==> src/design/eosf_pkg.sv <==
// ----------------------------------------------------------------------------
// eosf_pkg
// Shared widths, the boundary reset value and register index, and the span
// record for the even-odd scanline span fill block.
// ----------------------------------------------------------------------------
`default_nettype none

package eosf_pkg;

    // Widths of the pixel word and of the reported coordinates.
    localparam int PIX_W   = 32;
    localparam int COORD_W = 11;

    // Boundary color after reset.
    localparam logic [PIX_W-1:0] BOUNDARY_RESET = 32'hFF00_00FF;

    // Register index of the boundary color in the configuration space.
    localparam logic REG_BOUNDARY = 1'b0;

    // One span to fill: row, first and last column.
    typedef struct packed {
        logic [COORD_W-1:0] row;
        logic [COORD_W-1:0] first;
        logic [COORD_W-1:0] last;
    } t_span;

endpackage

`default_nettype wire

==> src/design/eosf_cfg.sv <==
// ----------------------------------------------------------------------------
// eosf_cfg
// APB-style register port holding the boundary color.
// ----------------------------------------------------------------------------
`default_nettype none

module eosf_cfg (
    input  wire logic                       i_clk,
    input  wire logic                       i_rst_n,
    input  wire logic                       psel,
    input  wire logic                       penable,
    input  wire logic                       pwrite,
    input  wire logic [2:0]                 paddr,
    input  wire logic [eosf_pkg::PIX_W-1:0] pwdata,
    output logic      [eosf_pkg::PIX_W-1:0] prdata,
    output logic                            pready,
    output logic      [eosf_pkg::PIX_W-1:0] o_boundary
);

    logic [eosf_pkg::PIX_W-1:0] r_boundary;
    logic                       w_sel;

    // The register index is the word address above the byte offset.
    assign w_sel  = (paddr[2] == eosf_pkg::REG_BOUNDARY);
    assign pready = 1'b1;

    // The boundary color is written in the access phase of a write.
    always_ff @(posedge i_clk) begin
        if (!i_rst_n) begin
            r_boundary <= eosf_pkg::BOUNDARY_RESET;
        end else if (psel && penable && pwrite && pready && w_sel) begin
            r_boundary <= pwdata;
        end
    end

    // Reads of addresses beyond the register return zero.
    assign prdata     = w_sel ? r_boundary : '0;
    assign o_boundary = r_boundary;

endmodule

`default_nettype wire

==> src/design/eosf_scan.sv <==
// ----------------------------------------------------------------------------
// eosf_scan
// Scan state machine: tracks the opening boundary run, the transparent gap
// and the closing run within a row, and flags each closed span.
// ----------------------------------------------------------------------------
`default_nettype none

module eosf_scan #(
    parameter int MAX_WIDTH  = 2048,
    parameter int MAX_HEIGHT = 2048
) (
    input  wire logic                       i_clk,
    input  wire logic                       i_rst_n,
    input  wire logic                       i_step,
    input  wire logic [eosf_pkg::PIX_W-1:0] i_pixel,
    input  wire logic                       i_last,
    input  wire logic [eosf_pkg::PIX_W-1:0] i_boundary,
    output logic                            o_hit,
    output eosf_pkg::t_span                 o_span
);

    // The column counter holds MAX_WIDTH itself once it saturates.
    localparam int COL_W = $clog2(MAX_WIDTH + 1);
    localparam int ROW_W = (MAX_HEIGHT > 1) ? $clog2(MAX_HEIGHT) : 1;

    localparam logic [1:0] PH_SEEK  = 2'd0;
    localparam logic [1:0] PH_OPEN  = 2'd1;
    localparam logic [1:0] PH_GAP   = 2'd2;
    localparam logic [1:0] PH_CLOSE = 2'd3;

    logic [1:0]       r_phase, n_phase;
    logic [COL_W-1:0] r_col,   n_col;
    logic [ROW_W-1:0] r_row,   n_row;
    logic [COL_W-1:0] r_gap,   n_gap;

    logic             w_in_row;
    logic             w_bnd;
    logic             w_clear;
    logic [COL_W-1:0] w_col_prev;

    assign w_in_row   = (r_col < COL_W'(MAX_WIDTH));
    assign w_bnd      = (i_pixel == i_boundary);
    assign w_clear    = (i_pixel == '0);
    assign w_col_prev = r_col - COL_W'(1);

    // Next-state logic for one pixel beat.
    always_comb begin
        n_phase = r_phase;
        n_col   = r_col;
        n_row   = r_row;
        n_gap   = r_gap;
        o_hit   = 1'b0;

        if (w_in_row) begin
            unique case (r_phase)
                PH_SEEK: begin
                    if (w_bnd) n_phase = PH_OPEN;
                end
                PH_OPEN: begin
                    if (w_bnd) begin
                        n_phase = PH_OPEN;
                    end else if (w_clear) begin
                        n_gap   = r_col;
                        n_phase = PH_GAP;
                    end else begin
                        n_phase = PH_SEEK;
                    end
                end
                PH_GAP: begin
                    // Any non-transparent pixel closes the gap.
                    if (w_bnd || !w_clear) begin
                        o_hit   = i_step;
                        n_phase = w_bnd ? PH_CLOSE : PH_SEEK;
                    end
                end
                PH_CLOSE: begin
                    if (!w_bnd) n_phase = PH_SEEK;
                end
                default: n_phase = PH_SEEK;
            endcase
            n_col = r_col + COL_W'(1);
        end

        // End of row: restart the scan and advance the wrapping row count.
        if (i_last) begin
            n_phase = PH_SEEK;
            n_col   = '0;
            n_row   = (r_row == ROW_W'(MAX_HEIGHT - 1)) ? '0 : r_row + ROW_W'(1);
        end
    end

    // Control state is cleared by reset; the gap origin is written before use.
    always_ff @(posedge i_clk) begin
        if (!i_rst_n) begin
            r_phase <= PH_SEEK;
            r_col   <= '0;
            r_row   <= '0;
        end else if (i_step) begin
            r_phase <= n_phase;
            r_col   <= n_col;
            r_row   <= n_row;
        end
    end

    always_ff @(posedge i_clk) begin
        if (i_step) begin
            r_gap <= n_gap;
        end
    end

    // Coordinates are reported in their low bits.
    assign o_span.row   = eosf_pkg::COORD_W'(r_row);
    assign o_span.first = eosf_pkg::COORD_W'(r_gap);
    assign o_span.last  = eosf_pkg::COORD_W'(w_col_prev);

endmodule

`default_nettype wire

==> src/design/even_odd_scanline_span_fill_top.sv <==
// ----------------------------------------------------------------------------
// even_odd_scanline_span_fill_top
// Finds the transparent spans between boundary runs in a raster pixel
// stream and emits the row and column range of each span to fill.
//
//   Channel   Direction  Handshake                      Beat carries
//   pixel     in         i_pixel_valid / o_pixel_ready  pixel value, last in row
//   span      out        o_span_valid / i_span_ready    row, first and last col
//   config    in         psel / penable / pready        boundary color
//
// One pixel beat is taken every clock unless the pipeline stalls. A pixel is
// captured in the input register, and a span it closes is then registered in
// the output register. Reset is synchronous and starts the scan at row 0,
// column 0. When the span output is held off, the pipeline stalls and
// o_pixel_ready drops once the input register is occupied.
// ----------------------------------------------------------------------------
`default_nettype none

module even_odd_scanline_span_fill_top #(
    parameter int MAX_WIDTH  = 2048,
    parameter int MAX_HEIGHT = 2048
) (
    input  wire logic                         i_clk,
    input  wire logic                         i_rst_n,
    // Pixel input channel.
    input  wire logic                         i_pixel_valid,
    output logic                              o_pixel_ready,
    input  wire logic [eosf_pkg::PIX_W-1:0]   i_pixel_value,
    input  wire logic                         i_last_in_row,
    // Span output channel.
    output logic                              o_span_valid,
    input  wire logic                         i_span_ready,
    output logic      [eosf_pkg::COORD_W-1:0] o_span_row,
    output logic      [eosf_pkg::COORD_W-1:0] o_span_first,
    output logic      [eosf_pkg::COORD_W-1:0] o_span_last,
    // Configuration port.
    input  wire logic                         psel,
    input  wire logic                         penable,
    input  wire logic                         pwrite,
    input  wire logic [2:0]                   paddr,
    input  wire logic [eosf_pkg::PIX_W-1:0]   pwdata,
    output logic      [eosf_pkg::PIX_W-1:0]   prdata,
    output logic                              pready
);

    logic                       r_in_valid;
    logic [eosf_pkg::PIX_W-1:0] r_pixel;
    logic                       r_last;
    logic                       r_out_valid;
    eosf_pkg::t_span            r_span;

    logic                       w_advance;
    logic                       w_step;
    logic                       w_hit;
    eosf_pkg::t_span            w_span;
    logic [eosf_pkg::PIX_W-1:0] w_boundary;

    // Configuration registers.
    eosf_cfg u_cfg (
        .i_clk      (i_clk),
        .i_rst_n    (i_rst_n),
        .psel       (psel),
        .penable    (penable),
        .pwrite     (pwrite),
        .paddr      (paddr),
        .pwdata     (pwdata),
        .prdata     (prdata),
        .pready     (pready),
        .o_boundary (w_boundary)
    );

    // The pipeline moves whenever the output register is free or draining.
    assign w_advance     = !r_out_valid || i_span_ready;
    assign w_step        = r_in_valid && w_advance;
    assign o_pixel_ready = !r_in_valid || w_advance;

    // Input register.
    always_ff @(posedge i_clk) begin
        if (!i_rst_n) begin
            r_in_valid <= 1'b0;
        end else if (o_pixel_ready) begin
            r_in_valid <= i_pixel_valid;
        end
    end

    always_ff @(posedge i_clk) begin
        if (o_pixel_ready && i_pixel_valid) begin
            r_pixel <= i_pixel_value;
            r_last  <= i_last_in_row;
        end
    end

    // Scan logic between the input and result registers.
    eosf_scan #(
        .MAX_WIDTH  (MAX_WIDTH),
        .MAX_HEIGHT (MAX_HEIGHT)
    ) u_scan (
        .i_clk      (i_clk),
        .i_rst_n    (i_rst_n),
        .i_step     (w_step),
        .i_pixel    (r_pixel),
        .i_last     (r_last),
        .i_boundary (w_boundary),
        .o_hit      (w_hit),
        .o_span     (w_span)
    );

    // Result register.
    always_ff @(posedge i_clk) begin
        if (!i_rst_n) begin
            r_out_valid <= 1'b0;
        end else if (w_advance) begin
            r_out_valid <= w_hit;
        end
    end

    always_ff @(posedge i_clk) begin
        if (w_hit) begin
            r_span <= w_span;
        end
    end

    assign o_span_valid = r_out_valid;
    assign o_span_row   = r_span.row;
    assign o_span_first = r_span.first;
    assign o_span_last  = r_span.last;

endmodule

`default_nettype wire

==> config.mk <==
export PLATFORM = sky130hd
export DESIGN_NAME = even_odd_scanline_span_fill_top
export DESIGN_NICKNAME = d
export VERILOG_FILES = /design/src/design/eosf_pkg.sv /design/src/design/eosf_cfg.sv /design/src/design/eosf_scan.sv /design/src/design/even_odd_scanline_span_fill_top.sv
export SDC_FILE = /design/constraint.sdc
export NUM_CORES = 1
export LEC_CHECK = 0
export BUFFER_PORTS_ARGS = -buffer_cell sky130_fd_sc_hd__buf_4
export CORE_ASPECT_RATIO = 1.25
export CORE_UTILIZATION = 45
export DETAILED_ROUTE_END_ITERATION = 12
export MAX_ROUTING_LAYER = met4
export PLACE_DENSITY = 0.7
export SYNTH_ARGS = -nofsm -noshare
export SYNTH_HDL_FRONTEND = slang
export SYNTH_SLANG_ARGS = --single-unit
==> constraint.sdc <==
create_clock -name i_clk -period 2.4 [get_ports i_clk]
set_clock_uncertainty 0.1 [all_clocks]
set_input_delay 0.24 -clock i_clk [delete_from_list [all_inputs] [get_ports i_clk]]
set_output_delay 0.24 -clock i_clk [all_outputs]
set_load 0.005 [all_outputs]
[Yosys cells after proc, flatten, opt, wreduce, memory -nomap -nowiden]
Cells that the tools add are included.
Operators by class
  add/sub/neg operators: 3
  order comparisons: 1
  eq/ne operators: 8
  mux-type cells: 16
  bitwise operators: 2
  reductions and logical operators: 18
Operators with widths (count)
  32-bit == test: 1
  32-bit logical NOT: 1
  32-bit two-way mux: 1
  12-bit two-way mux: 2
  2-bit two-way mux: 8
  12-bit by 1-bit adder with 12-bit output (second input constant): 1
  12-bit < comparator (second input constant): 1
  11-bit by 1-bit adder with 11-bit output (second input constant): 1
  11-bit == test (second input constant): 1
  11-bit two-way mux: 1
  11-bit by 1-bit subtractor with 11-bit output (second input constant): 1
  5-bit AND reduction: 2
  2-bit one-hot mux with 4 select lines: 1
  3-bit by 2-bit != test with 1-bit output (second input constant): 2
  1-bit logical AND: 5
  2-bit == test (second input constant): 2
  2-bit AND reduction: 2
  1-bit logical NOT: 3
  1-bit logical OR: 3
  1-bit two-way mux: 3
  3-bit != test (second input constant): 1
  2-bit by 1-bit == test with 1-bit output (second input constant): 1
  2-bit logical NOT: 1
  1-bit inverter: 2
  2-bit nonzero test: 1
Word-level totals
  register bits: 136
  bits of input ports: 75
  output and inout port bits: 68
  word-level logic and storage cells: 60

[Longest topological paths before layout]
Gate-level depths: netlist (run 1).
  depth in word-level cells: 7
  depth in mapped cells: 6
  depth with buffers taken out: 5

[Hierarchy]
A second synthesis (run 1) with hierarchy kept.
Unflattened totals
  cells, all modules: 485
  area, all modules: 5781.8 µm²
By module, submodules not included
  even_odd_scanline_span_fill_top: instances 1, cells an instance 75, area an instance 2085.8 µm², seq. area each 2021.9 µm²
  eosf_scan: instances 1, cells an instance 233, area an instance 2078.2 µm², seq. area each 830.8 µm²
  eosf_cfg: instances 1, cells an instance 177, area an instance 1617.8 µm², seq. area each 640.6 µm²

[Worst setup path before layout (run 1)]
No wires, ideal clock.
  kind: reg2reg
  start point: reg r_pixel[17] (netlist bit)
  end point: reg r_span (netlist bit o_span_first[0]), enable pin
  library setup time: 0.394 ns
  data arrival time: 2.159 ns
  required time: 1.906 ns
  setup slack: -0.253 ns
  stages on the path, launching flop included: 6
  path buffers: 0
  clock period less this slack: 2.653 ns
  cells stage by stage: edfxtp_1 xor2_1 nor4_2 nand4_1 o21ai_0 and4b_1
Between the ends
  word-level cells in the longest chain between the ends: 6
  elaborated cells on any way between the ends: 7
  classes of those cells: eq/ne: 1; mux: 3; reduce/logical: 3
RTL lines
  from (decl): RTL line even_odd_scanline_span_fill_top.sv:47  | logic [eosf_pkg::PIX_W-1:0] r_pixel;
  from (signal assigned): RTL line even_odd_scanline_span_fill_top.sv:88  | r_pixel <= i_pixel_value;
  32-bit logical NOT: RTL line eosf_scan.sv:43  | assign w_clear = (i_pixel == '0);
  1-bit logical NOT: RTL line eosf_scan.sv:71  | if (w_bnd || !w_clear) begin
  1-bit logical OR *: RTL line eosf_scan.sv:71
  1-bit two-way mux *: RTL line eosf_scan.sv:71
  1-bit two-way mux *: RTL line eosf_scan.sv:55  | unique case (r_phase)
  1-bit two-way mux *: RTL line eosf_scan.sv:54  | if (w_in_row) begin
  via u_scan.o_hit: RTL line eosf_scan.sv:18  | output logic o_hit,
  to (signal assigned): RTL line even_odd_scanline_span_fill_top.sv:119  | r_span <= w_span;
  to (decl): RTL line even_odd_scanline_span_fill_top.sv:50  | eosf_pkg::t_span r_span;
Mark *: on every way through the listed nets, which the timed path passes. The rest lies on a longest branch.
A chain may end at the register's enable or synchronous reset.

[Final worst setup path (run 1)]
  start point: reg r_pixel[16] (netlist bit)
  end point: reg u_scan.r_gap[6], enable pin
Between the ends
  word-level cells in the longest chain between the ends: 3
  elaborated cells on any way between the ends: 4
  classes of those cells: eq/ne: 1; bitwise: 1; reduce/logical: 2
RTL lines
  32-bit == test: RTL line eosf_scan.sv:42  | assign w_bnd = (i_pixel == i_boundary);
  1-bit inverter (no line)
  5-bit AND reduction (no line) *
  to (signal assigned): RTL line eosf_scan.sv:107  | r_gap <= n_gap;
  to (decl): RTL line eosf_scan.sv:34  | logic [COL_W-1:0] r_gap, n_gap;
Mark *: on every way between the ends. The rest lies on a longest branch, timed or not.

==> metrics.txt, run 1 <==
status=complete, no violations; FP Rows=45; Reg power frac=46.1%; number of synthesized flops with an enable pin=between 70 and 80; drt pass-1 iters=5; crit share post-route=93.14%; Slew Viols, Final=0; ratio of cells with drive above 1 in the final layout=25.87%; slowest CP cell=edfxtp_1; slew margin rel.=about two thirds; final antenna-violating net count=0; Fmax achieved=approximately 450 MHz; Leak=between 3 and 4 nW; initial antenna violation count=0; synthesized cell area=0.005584 mm²; total grt overflow=0; Async SR Flop Fraction=0%; detailed placement HPWL=~9 mm; Final Util=about 67%; CP required=between 2 and 2.5 ns; height of the die=126.5 µm; element type at the critical path start=flip-flop; GRT met3 Usage=4.298%; layout overhead on the synthesized area=45.08%; switching share of power=just over 20%; Avg Cell Area, Syn=11.37 µm²; setup slack after layout=~0.16 ns; CTS Buffer Depth=2; min-delay worst type=in -> reg; Max Cap Viol=0; Least-Margin Pin Slew=roughly 0.50 ns; PD cells=687.0 mW/mm²; Seq cells post-synth=136; # setup viols final=0; placed insts=782; critical path fanouts, max=11; synth unique cells=39; internal power=between 4 and 5 mW; sum of negative setup slack=0 ns; sequential share of the synthesized area=a little over three fifths; # clock sinks=136; Worst setup EP type=flip-flop; H-tree lvl count=4; NetSw=roughly 1.2 mW; WHS=0.02941 ns; largest net degree at the start of global routing=47; RePlAce Congestion=just under 0.8; met1 Track Usage GR=between 20 and 25%; Worst IR Drop VDD=0.4691 mV; dpl ws=between 0.09 and 0.1 ns; Num CTS Buffers=17; setup repair bufs after CTS=0; busiest grt layer=met2; Routed wire per std cell=between 10 and 15 µm; root buffer cell=clkbuf_16; initial DRC count=between 100 and 150; Vias=4360; Final Hold Vio Count=0; CTS tree=built; Setup CP Type=reg -> reg; Port-buffer cells=about 140; number of vias per cell=a little under 5; critical-path cell list=nor4_2 -> nand4_1 -> nor2_1 -> o21ai_1 -> buf_4 -> and4b_1 -> buf_12; core region area=between 0.01 and 0.015 mm²; initial core utilization=a little under half; delay-heaviest family, CP=simple AND/OR/NAND/NOR gates; Final nets=780; Hold Path Cell Cnt=3; leading area contributor after synthesis=edfxtp_1; Total Routing Usage GR=a little over a fifth; # DRC=0; Reg clk slew, reported paths=0.06 ns; Syn Inst Count=between 400 and 500; n_diodes=0; part of the power in the clock network=a little under half; Routed Wire Length=around 13 mm; vias in the first global route=about 4400; Die X=approximately 100 µm; Worst R2R Path Depth=7; worst path bufs/invs=2; arrival time worst endpoint=about 2.3 ns; die area=between 0.01 and 0.015 mm²; syn nets=569; clk_lat worst skew=~0.41 ns; Synth top area share=about two fifths; first-pass GRT wire length=20.64 mm; Final Instance Count excl. Fillers=between 800 and 900; Crit. path cell count=7; power share of the combinational group=7.3%; Top FF cell, synth=edfxtp_1; io pins=between 100 and 150; clock period minus worst slack=approximately 2.2 ns; RSZ-0062 raised after global routing=false; Ys Warns=0; CP peak stage delay=0.43 ns; top post-synthesis cells by area=edfxtp_1, dfxtp_1, xor2_1; met2 Usage GRT=about two fifths
Yosys cell counts, types with 2 or more instances:
cell type	n
o21ai_0	6
clkbuf_1	19
and2_1	7
buf_2	2
inv_1	9
nor4_2	4
nor4_1	15
dfxtp_1	59
nand2_1	81
nor3_1	13
and4b_1	4
nand2b_1	2
xor2_1	45
and4_1	2
nand3_1	24
or3_1	6
nor2b_1	35
ha_1	3
nor2_1	16
xnor2_1	11
nand4_1	12
a21boi_0	18
edfxtp_1	77
a21oi_1	5
and3_1	2
routing by layer:
metal / part of all wire (%) / vias up / routed length, µm
met4: 2.3 / 0 / 295
met5: 0 / - / 0
li1: - / 2143 / -
met1: 40 / 2051 / 5212
met3: 4.2 / 24 / 544
met2: 54 / 142 / 7055
power by group through the flow:
stage	Sequential, mW	Clock [mW]	Combinational, mW
finish	2.56	2.59	0.409
global route	2.57	2.72	0.444
CTS	2.56	2.64	0.407
detailed placement	2.61	0	0.322
global placement	2.61	0	0.317
floorplan	2.60	0	0.148
registers in the layout, summed over array words and instances (netlist names):
register and count:
o_span_first 11, u_cfg.o_boundary 32, r_pixel 32, r_last 1
u_scan.r_phase 2, u_scan.r_row 11, o_span_valid 1, o_span_row 11
r_in_valid 1, o_span_last 11, u_scan.r_gap 11, u_scan.r_col 12
cell usage in the layout (no fill, tap or decap), drive strengths merged, types with 2 or more instances in the layout:
cell type,instances
buf,150
nand2,81
edfxtp,77
dlygate4sd3,65
dfxtp,59
xor2,45
nor2b,35
nand3,24
clkbuf,20
nor4,19
a21boi,18
nor2,16
nor3,13
nand4,12
xnor2,11
inv,10
and2,7
or3,6
o21ai,6
clkinv,6
a21oi,5
and4b,4
ha,3
bufinv,3
nand2b,2
and4,2
and3,2
clkinvlp,2
repair_timing:
item                       in CTS  in global routing
hold endpoints to repair       65                  0
gates resized for setup         0                  2
hold buffers                   65                  0
setup endpoints to repair       0                 44
stage by stage:
stage	total power, mW	cell area, µm²
after floorplan	2.745	5585
after global placement	2.926	6848
after detailed placement	2.933	6848
after CTS	5.606	8095
after global routing	5.733	8102
final	5.566	8102
worst register-to-register path, cell delays in order (launching register included):
cell and delay, ns:
edfxtp_1 0.43, nor4_2 0.39, nand4_1 0.22, nor2_1 0.14, o21ai_1 0.09, buf_4 0.14, and4b_1 0.28, buf_12 0.15
path summary, 6_finish.rpt:
| kind | endpoint | slack, ns | startpoint |
|---|---|---|---|
| worst max-delay path | u_scan.r_gap[6] | 0.16 | r_pixel[16] |
| worst min-delay path | u_cfg.o_boundary[15] | 0.03 | pwdata[15] |
| worst max register to register | u_scan.r_gap[6] | 0.16 | r_pixel[16] |
| worst min register to register | o_span_first[2] | 0.32 | u_scan.r_gap[2] |
cell families after synthesis:
| group | count (synthesis) | share of synthesized area (%) |
|---|---|---|
| simple gates | 226 | 21.04 |
| fa+ha+maj | 3 | 0.6723 |
| buf+inv | 32 | 2.285 |
| flops | 136 | 62.56 |
| xor+xnor | 56 | 8.783 |
| compound gates | 37 | 4.594 |
| other cells | 1 | 0.06715 |
layout make-up:
type | count | area (µm²)
sequential | 136 | 3493
multi-input combinational | 323 | 1971
fill | 862 | 4004
timing repair buffer | 215 | 1802
clock inverter | 12 | 150.1
clock buffer | 20 | 446.7
tap | 164 | 205.2
inverter | 9 | 33.78
(Power assumes the default switching activity.)
==> run 2, diff against run 1 <==
--- a/config.mk
+++ b/config.mk
@@ -10,7 +10,7 @@
 export CORE_UTILIZATION = 45
 export DETAILED_ROUTE_END_ITERATION = 12
 export MAX_ROUTING_LAYER = met4
-export PLACE_DENSITY = 0.7
+export PLACE_DENSITY = 0.68
 export SYNTH_ARGS = -nofsm -noshare
 export SYNTH_HDL_FRONTEND = slang
 export SYNTH_SLANG_ARGS = --single-unit
==> constraint.sdc (replaced) <==
create_clock -name i_clk -period 2.16 [get_ports i_clk]
set_clock_uncertainty 0.1 [all_clocks]
set_input_delay 0.216 -clock i_clk [delete_from_list [all_inputs] [get_ports i_clk]]
set_output_delay 0.216 -clock i_clk [all_outputs]
set_load 0.005 [all_outputs]
==> metrics.txt, run 2 (synthesis gave the netlist of run 1 again) <==
Leak=~3.3 nW; PD cells=~740 mW/mm²; Least-Margin Pin Slew=0.5032 ns; Port-buffer cells=roughly 140; crit share post-route=101.0%; vias in the first global route=approximately 4400; Final nets=792; detailed placement HPWL=8.795 mm; total grt overflow=0; Routed wire per std cell=between 15 and 20 µm; internal power=4.777 mW; clock period minus worst slack=between 2 and 2.5 ns; layout overhead on the synthesized area=47.46%; root buffer cell=clkbuf_16; largest net degree at the start of global routing=35; Final Instance Count excl. Fillers=slightly below 900; # DRC=0; placed insts=790; RSZ-0062 raised after global routing=true; Worst IR Drop VDD=0.5173 mV; final instance area=between 0.008 and 0.009 mm²; failing checks=setup timing; FP Rows=45; Final Hold Vio Count=0; Max Cap Viol=0; register area=0.003493 mm²; commonest cells after routing, fill and taps aside=buf_4, nand2_1, edfxtp_1; Reg power frac=a little under half; slew margin rel.=66.17%; switching share of power=a little over a fifth; Die X=101.6 µm; final antenna-violating net count=0; clk_lat worst skew=slightly above 0.4 ns; ratio of cells with drive above 1 in the final layout=28.06%; dpl ws=-0.07050 ns; element type at the critical path start=flip-flop; Worst setup EP type=flip-flop; Fmax achieved=458.4 MHz; CTS tree=built; Slew Viols, Final=0; NetSw=about 1.3 mW; CP required=approximately 2.2 ns; status=finished with violations; part of the power in the clock network=between 40% and 50%; # setup viols final=33; multi-input logic area=slightly above 0.002 mm²; core region area=roughly 0.012 mm²; commonest non-fill, non-tap cell in the layout=buf_4; dpl cell area=0.006923 mm²; initial antenna violation count=0; Vias=approximately 4400; Total Routing Usage GR=a little under a quarter; die area=0.01286 mm²; Num CTS Buffers=17; RePlAce Congestion=a little under 0.8; initial DRC count=roughly 170; power share of the combinational group=7.7%; min-delay worst type=in -> reg; drt pass-1 iters=5; Reg clk slew, reported paths=0.06 ns; Routed Wire Length=13.55 mm; H-tree lvl count=4; first-pass GRT wire length=about 21 mm; CTS Buffer Depth=2; # clock sinks=~140; initial core utilization=about 46%; number of vias per cell=approximately 5.0; Setup CP Type=reg -> reg; Final Util=between 60 and 70%; setup slack after layout=-0.02129 ns; Fillers=slightly below 900; critical path fanouts, max=22; n_diodes=0; arrival time worst endpoint=~2.2 ns; io pins=143; height of the die=126.5 µm
==> run 2: what timing repair did <==
action | in CTS | in global routing
pin swaps | 3 | 3
setup buffers | 2 | 1
hold buffers | 66 | 0
endpoints found under the hold margin | 66 | 0
gates resized for setup | 3 | 5
setup endpoints to repair | 44 | 45
==> run 2: critical path, cell delays in order (launching register included) <==
cell and delay (ns):
edfxtp_1 0.41, xor2_1 0.16, nor4_1 0.27, buf_4 0.16
nand4_1 0.13, o21ai_2 0.18, and4b_4 0.30, buf_12 0.17
==> run 2: path summary, 6_finish.rpt <==
kind                            cells after the start              endpoint       startpoint  slack (ns)
worst min-delay path                                2  u_cfg.o_boundary[26]          i_rst_n        0.01
worst max-delay path                                7       o_span_first[7]       r_pixel[8]       -0.02
worst min register to register                      0       o_span_first[9]  u_scan.r_gap[9]        0.32
worst max register to register                      7       o_span_first[7]       r_pixel[8]       -0.02
==> run 2: power by group through the flow <==
stage,clock network [mW],logic [mW],registers [mW]
floorplan,0,0.165,2.89
global placement,0,0.361,2.90
detailed placement,0,0.364,2.90
finish,2.79,0.473,2.85
global route,2.95,0.515,2.86
CTS,2.83,0.464,2.85
==> run 2: per-layer routing <==
metal	track usage [%]	up-vias	wire length, µm
li1	-	2172	-
met1	24.60	2083	5193
met2	40.50	135	7508
met3	4.242	22	594
met4	10.06	0	257
met5	-	-	0
==> run 2: final cells by class <==
cell class | count | share of cell area [%]
multi-input cells | 323 | 24.48
flip-flops and latches | 136 | 42.43
clock inverters | 14 | 1.823
repair buffers | 227 | 23.16
inverters | 9 | 0.4103
well taps | 164 | 2.492
clock buffers | 18 | 5.212
==> run 2: through the flow <==
stage | hold slack, ns | total power [mW] | TNS, ns
floorplan | 0.2149 | 3.050 | 0
global placement | 0.2952 | 3.260 | -2.729
detailed placement | 0.2956 | 3.266 | -2.155
CTS | 0.003322 | 6.141 | -0.9887
global route | 0.01720 | 6.321 | -6.033
finish | 0.01145 | 6.120 | -0.4346
==> run 3, diff against run 2 <==
--- a/config.mk
+++ b/config.mk
@@ -11,6 +11,8 @@
 export DETAILED_ROUTE_END_ITERATION = 12
 export MAX_ROUTING_LAYER = met4
 export PLACE_DENSITY = 0.68
+export RECOVER_POWER = 25
+export SKIP_CTS_REPAIR_TIMING = 1
 export SYNTH_ARGS = -nofsm -noshare
 export SYNTH_HDL_FRONTEND = slang
 export SYNTH_SLANG_ARGS = --single-unit
==> metrics.txt, run 3 (synthesis gave the netlist of run 1 again) <==
status=finished with violations; failing checks=hold timing, setup timing; Worst setup EP type=flip-flop; Slew Viols, Final=0; CTS tree=built; Final Instance Count excl. Fillers=about 890; Routed wire per std cell=between 10 and 15 µm; Die X=101.6 µm; Leak=between 3 and 4 nW; setup slack after layout=-0.05183 ns; Least-Margin Pin Slew=slightly above 0.5 ns; crit share post-route=102.4%; critical-path cell list=nor4_1 -> nand4_1 -> nor2_1 -> o21ai_2 -> buf_4 -> and4b_1 -> buf_12; Total Routing Usage GR=between 20% and 30%; PD cells=roughly 750 mW/mm²; min-delay worst type=in -> reg; delay-heaviest family, CP=simple AND/OR/NAND/NOR gates; Final Hold Vio Count=1; Vias=between 4000 and 5000; Port-buffer cells=139; WHS=-0.02707 ns; PnR Total Power=~6 mW; Max Cap Viol=0; RSZ-0062 raised after global routing=true; worst path bufs/invs=2; FP Rows=45; height of the die=around 130 µm; ratio of cells with drive above 1 in the final layout=between 20 and 30%; number of vias per cell=4.949; Num CTS Buffers=17; H-tree lvl count=4; die area=~0.013 mm²; # clock sinks=about 140; Fillers=between 800 and 900; io pins=approximately 140; initial antenna violation count=0; Setup CP Type=reg -> reg; # setup viols final=33; total grt overflow=0; final antenna-violating net count=0; detailed placement HPWL=~8.8 mm; clock period minus worst slack=between 2 and 2.5 ns; root buffer cell=clkbuf_16; largest net degree at the start of global routing=35; initial DRC count=around 200; arrival time worst endpoint=roughly 2.2 ns; placed insts=approximately 800; Reg clk slew, reported paths=0.06 ns; commonest cells after routing, fill and taps aside=buf_4, nand2_1, edfxtp_1; # DRC=0; CP required=2.18 ns; initial core utilization=between 40% and 50%; core region area=roughly 0.012 mm²; Fmax achieved=about 450 MHz; first-pass GRT wire length=approximately 19 mm; clk_lat worst skew=0.41 ns; Final nets=787; Final Util=between 60 and 70%; commonest non-fill, non-tap cell in the layout=buf_4; n_diodes=0; layout overhead on the synthesized area=46.09%; CTS Buffer Depth=2; Worst IR Drop VDD=about 0.51 mV; element type at the critical path start=flip-flop; drt pass-1 iters=4; Routed Wire Length=between 10 and 15 mm; slowest CP cell=edfxtp_1; vias in the first global route=3891; critical path fanouts, max=11; FF-to-FF setup slack=-0.05 ns; CP peak stage delay=roughly 0.42 ns; slew margin rel.=66.09%; RePlAce Congestion=just under 0.8
## run 3: changes by cell type in the layout (fill, tap and decap cells not counted)
cell,previous run,this run
nor4_2,8,5
dlygate4sd3_1,66,64
clkbuf_4,0,29
nor4_1,10,14
nor4_4,1,0
buf_4,158,126
## run 3: per-stage QoR
stage | instance area, µm² | setup slack [ns] | setup TNS [ns] | hold slack, ns
after floorplan | 5588 | 0.02048 | 0 | 0.2149
after global placement | 6923 | -0.08479 | -2.729 | 0.2952
after detailed placement | 6923 | -0.07050 | -2.155 | 0.2956
after CTS | 7502 | -0.07224 | -2.388 | -0.1364
after global routing | 8158 | -0.1612 | -6.294 | 0.002999
final | 8158 | -0.05183 | -1.111 | -0.02707
## run 3: worst paths after layout
path	startpoint	to	cells after the start
worst max-delay path	r_pixel[16]	u_scan.r_gap[7]	7
worst min-delay path	pwdata[17]	u_cfg.o_boundary[17]	3
worst max register to register	r_pixel[16]	u_scan.r_gap[7]	7
worst min register to register	u_scan.r_gap[9]	o_span_first[9]	0
## run 3: layout make-up
type	instances	area [µm²]	area share, %
clock buffer	18	429.2	5.261
clock inverter	14	150.1	1.840
inverter	9	33.78	0.4141
multi-input combinational	323	1982	24.29
sequential	136	3493	42.82
tap	164	205.2	2.515
timing repair buffer	222	1864	22.85
## run 3: where the power goes
group	total (mW)	switching, mW	internal [mW]	leakage (nW)
clock network	2.79	1.08	1.70	0.277
registers	2.85	0.0526	2.80	1.21
logic	0.461	0.192	0.269	1.74
total	6.10	1.33	4.77	3.22
## run 3: worst reg2reg max path: cells and delay by family (launching register included)
family	cells	cell delay (ns)
AND/OR/NAND/NOR	4	1.04
flip-flops	1	0.42
buffers and inverters	2	0.28
AO/OA/AOI/OAI	1	0.08
## run 3: per-layer routing
metal  vias to the layer above  wire (µm)  GRT usage (%)
met2                       126       7379          34.38
met4                         0        171          7.332
met3                        11        479          4.242
met5                         -          0              -
met1                      2088       5238          23.03
li1                       2160          -              -
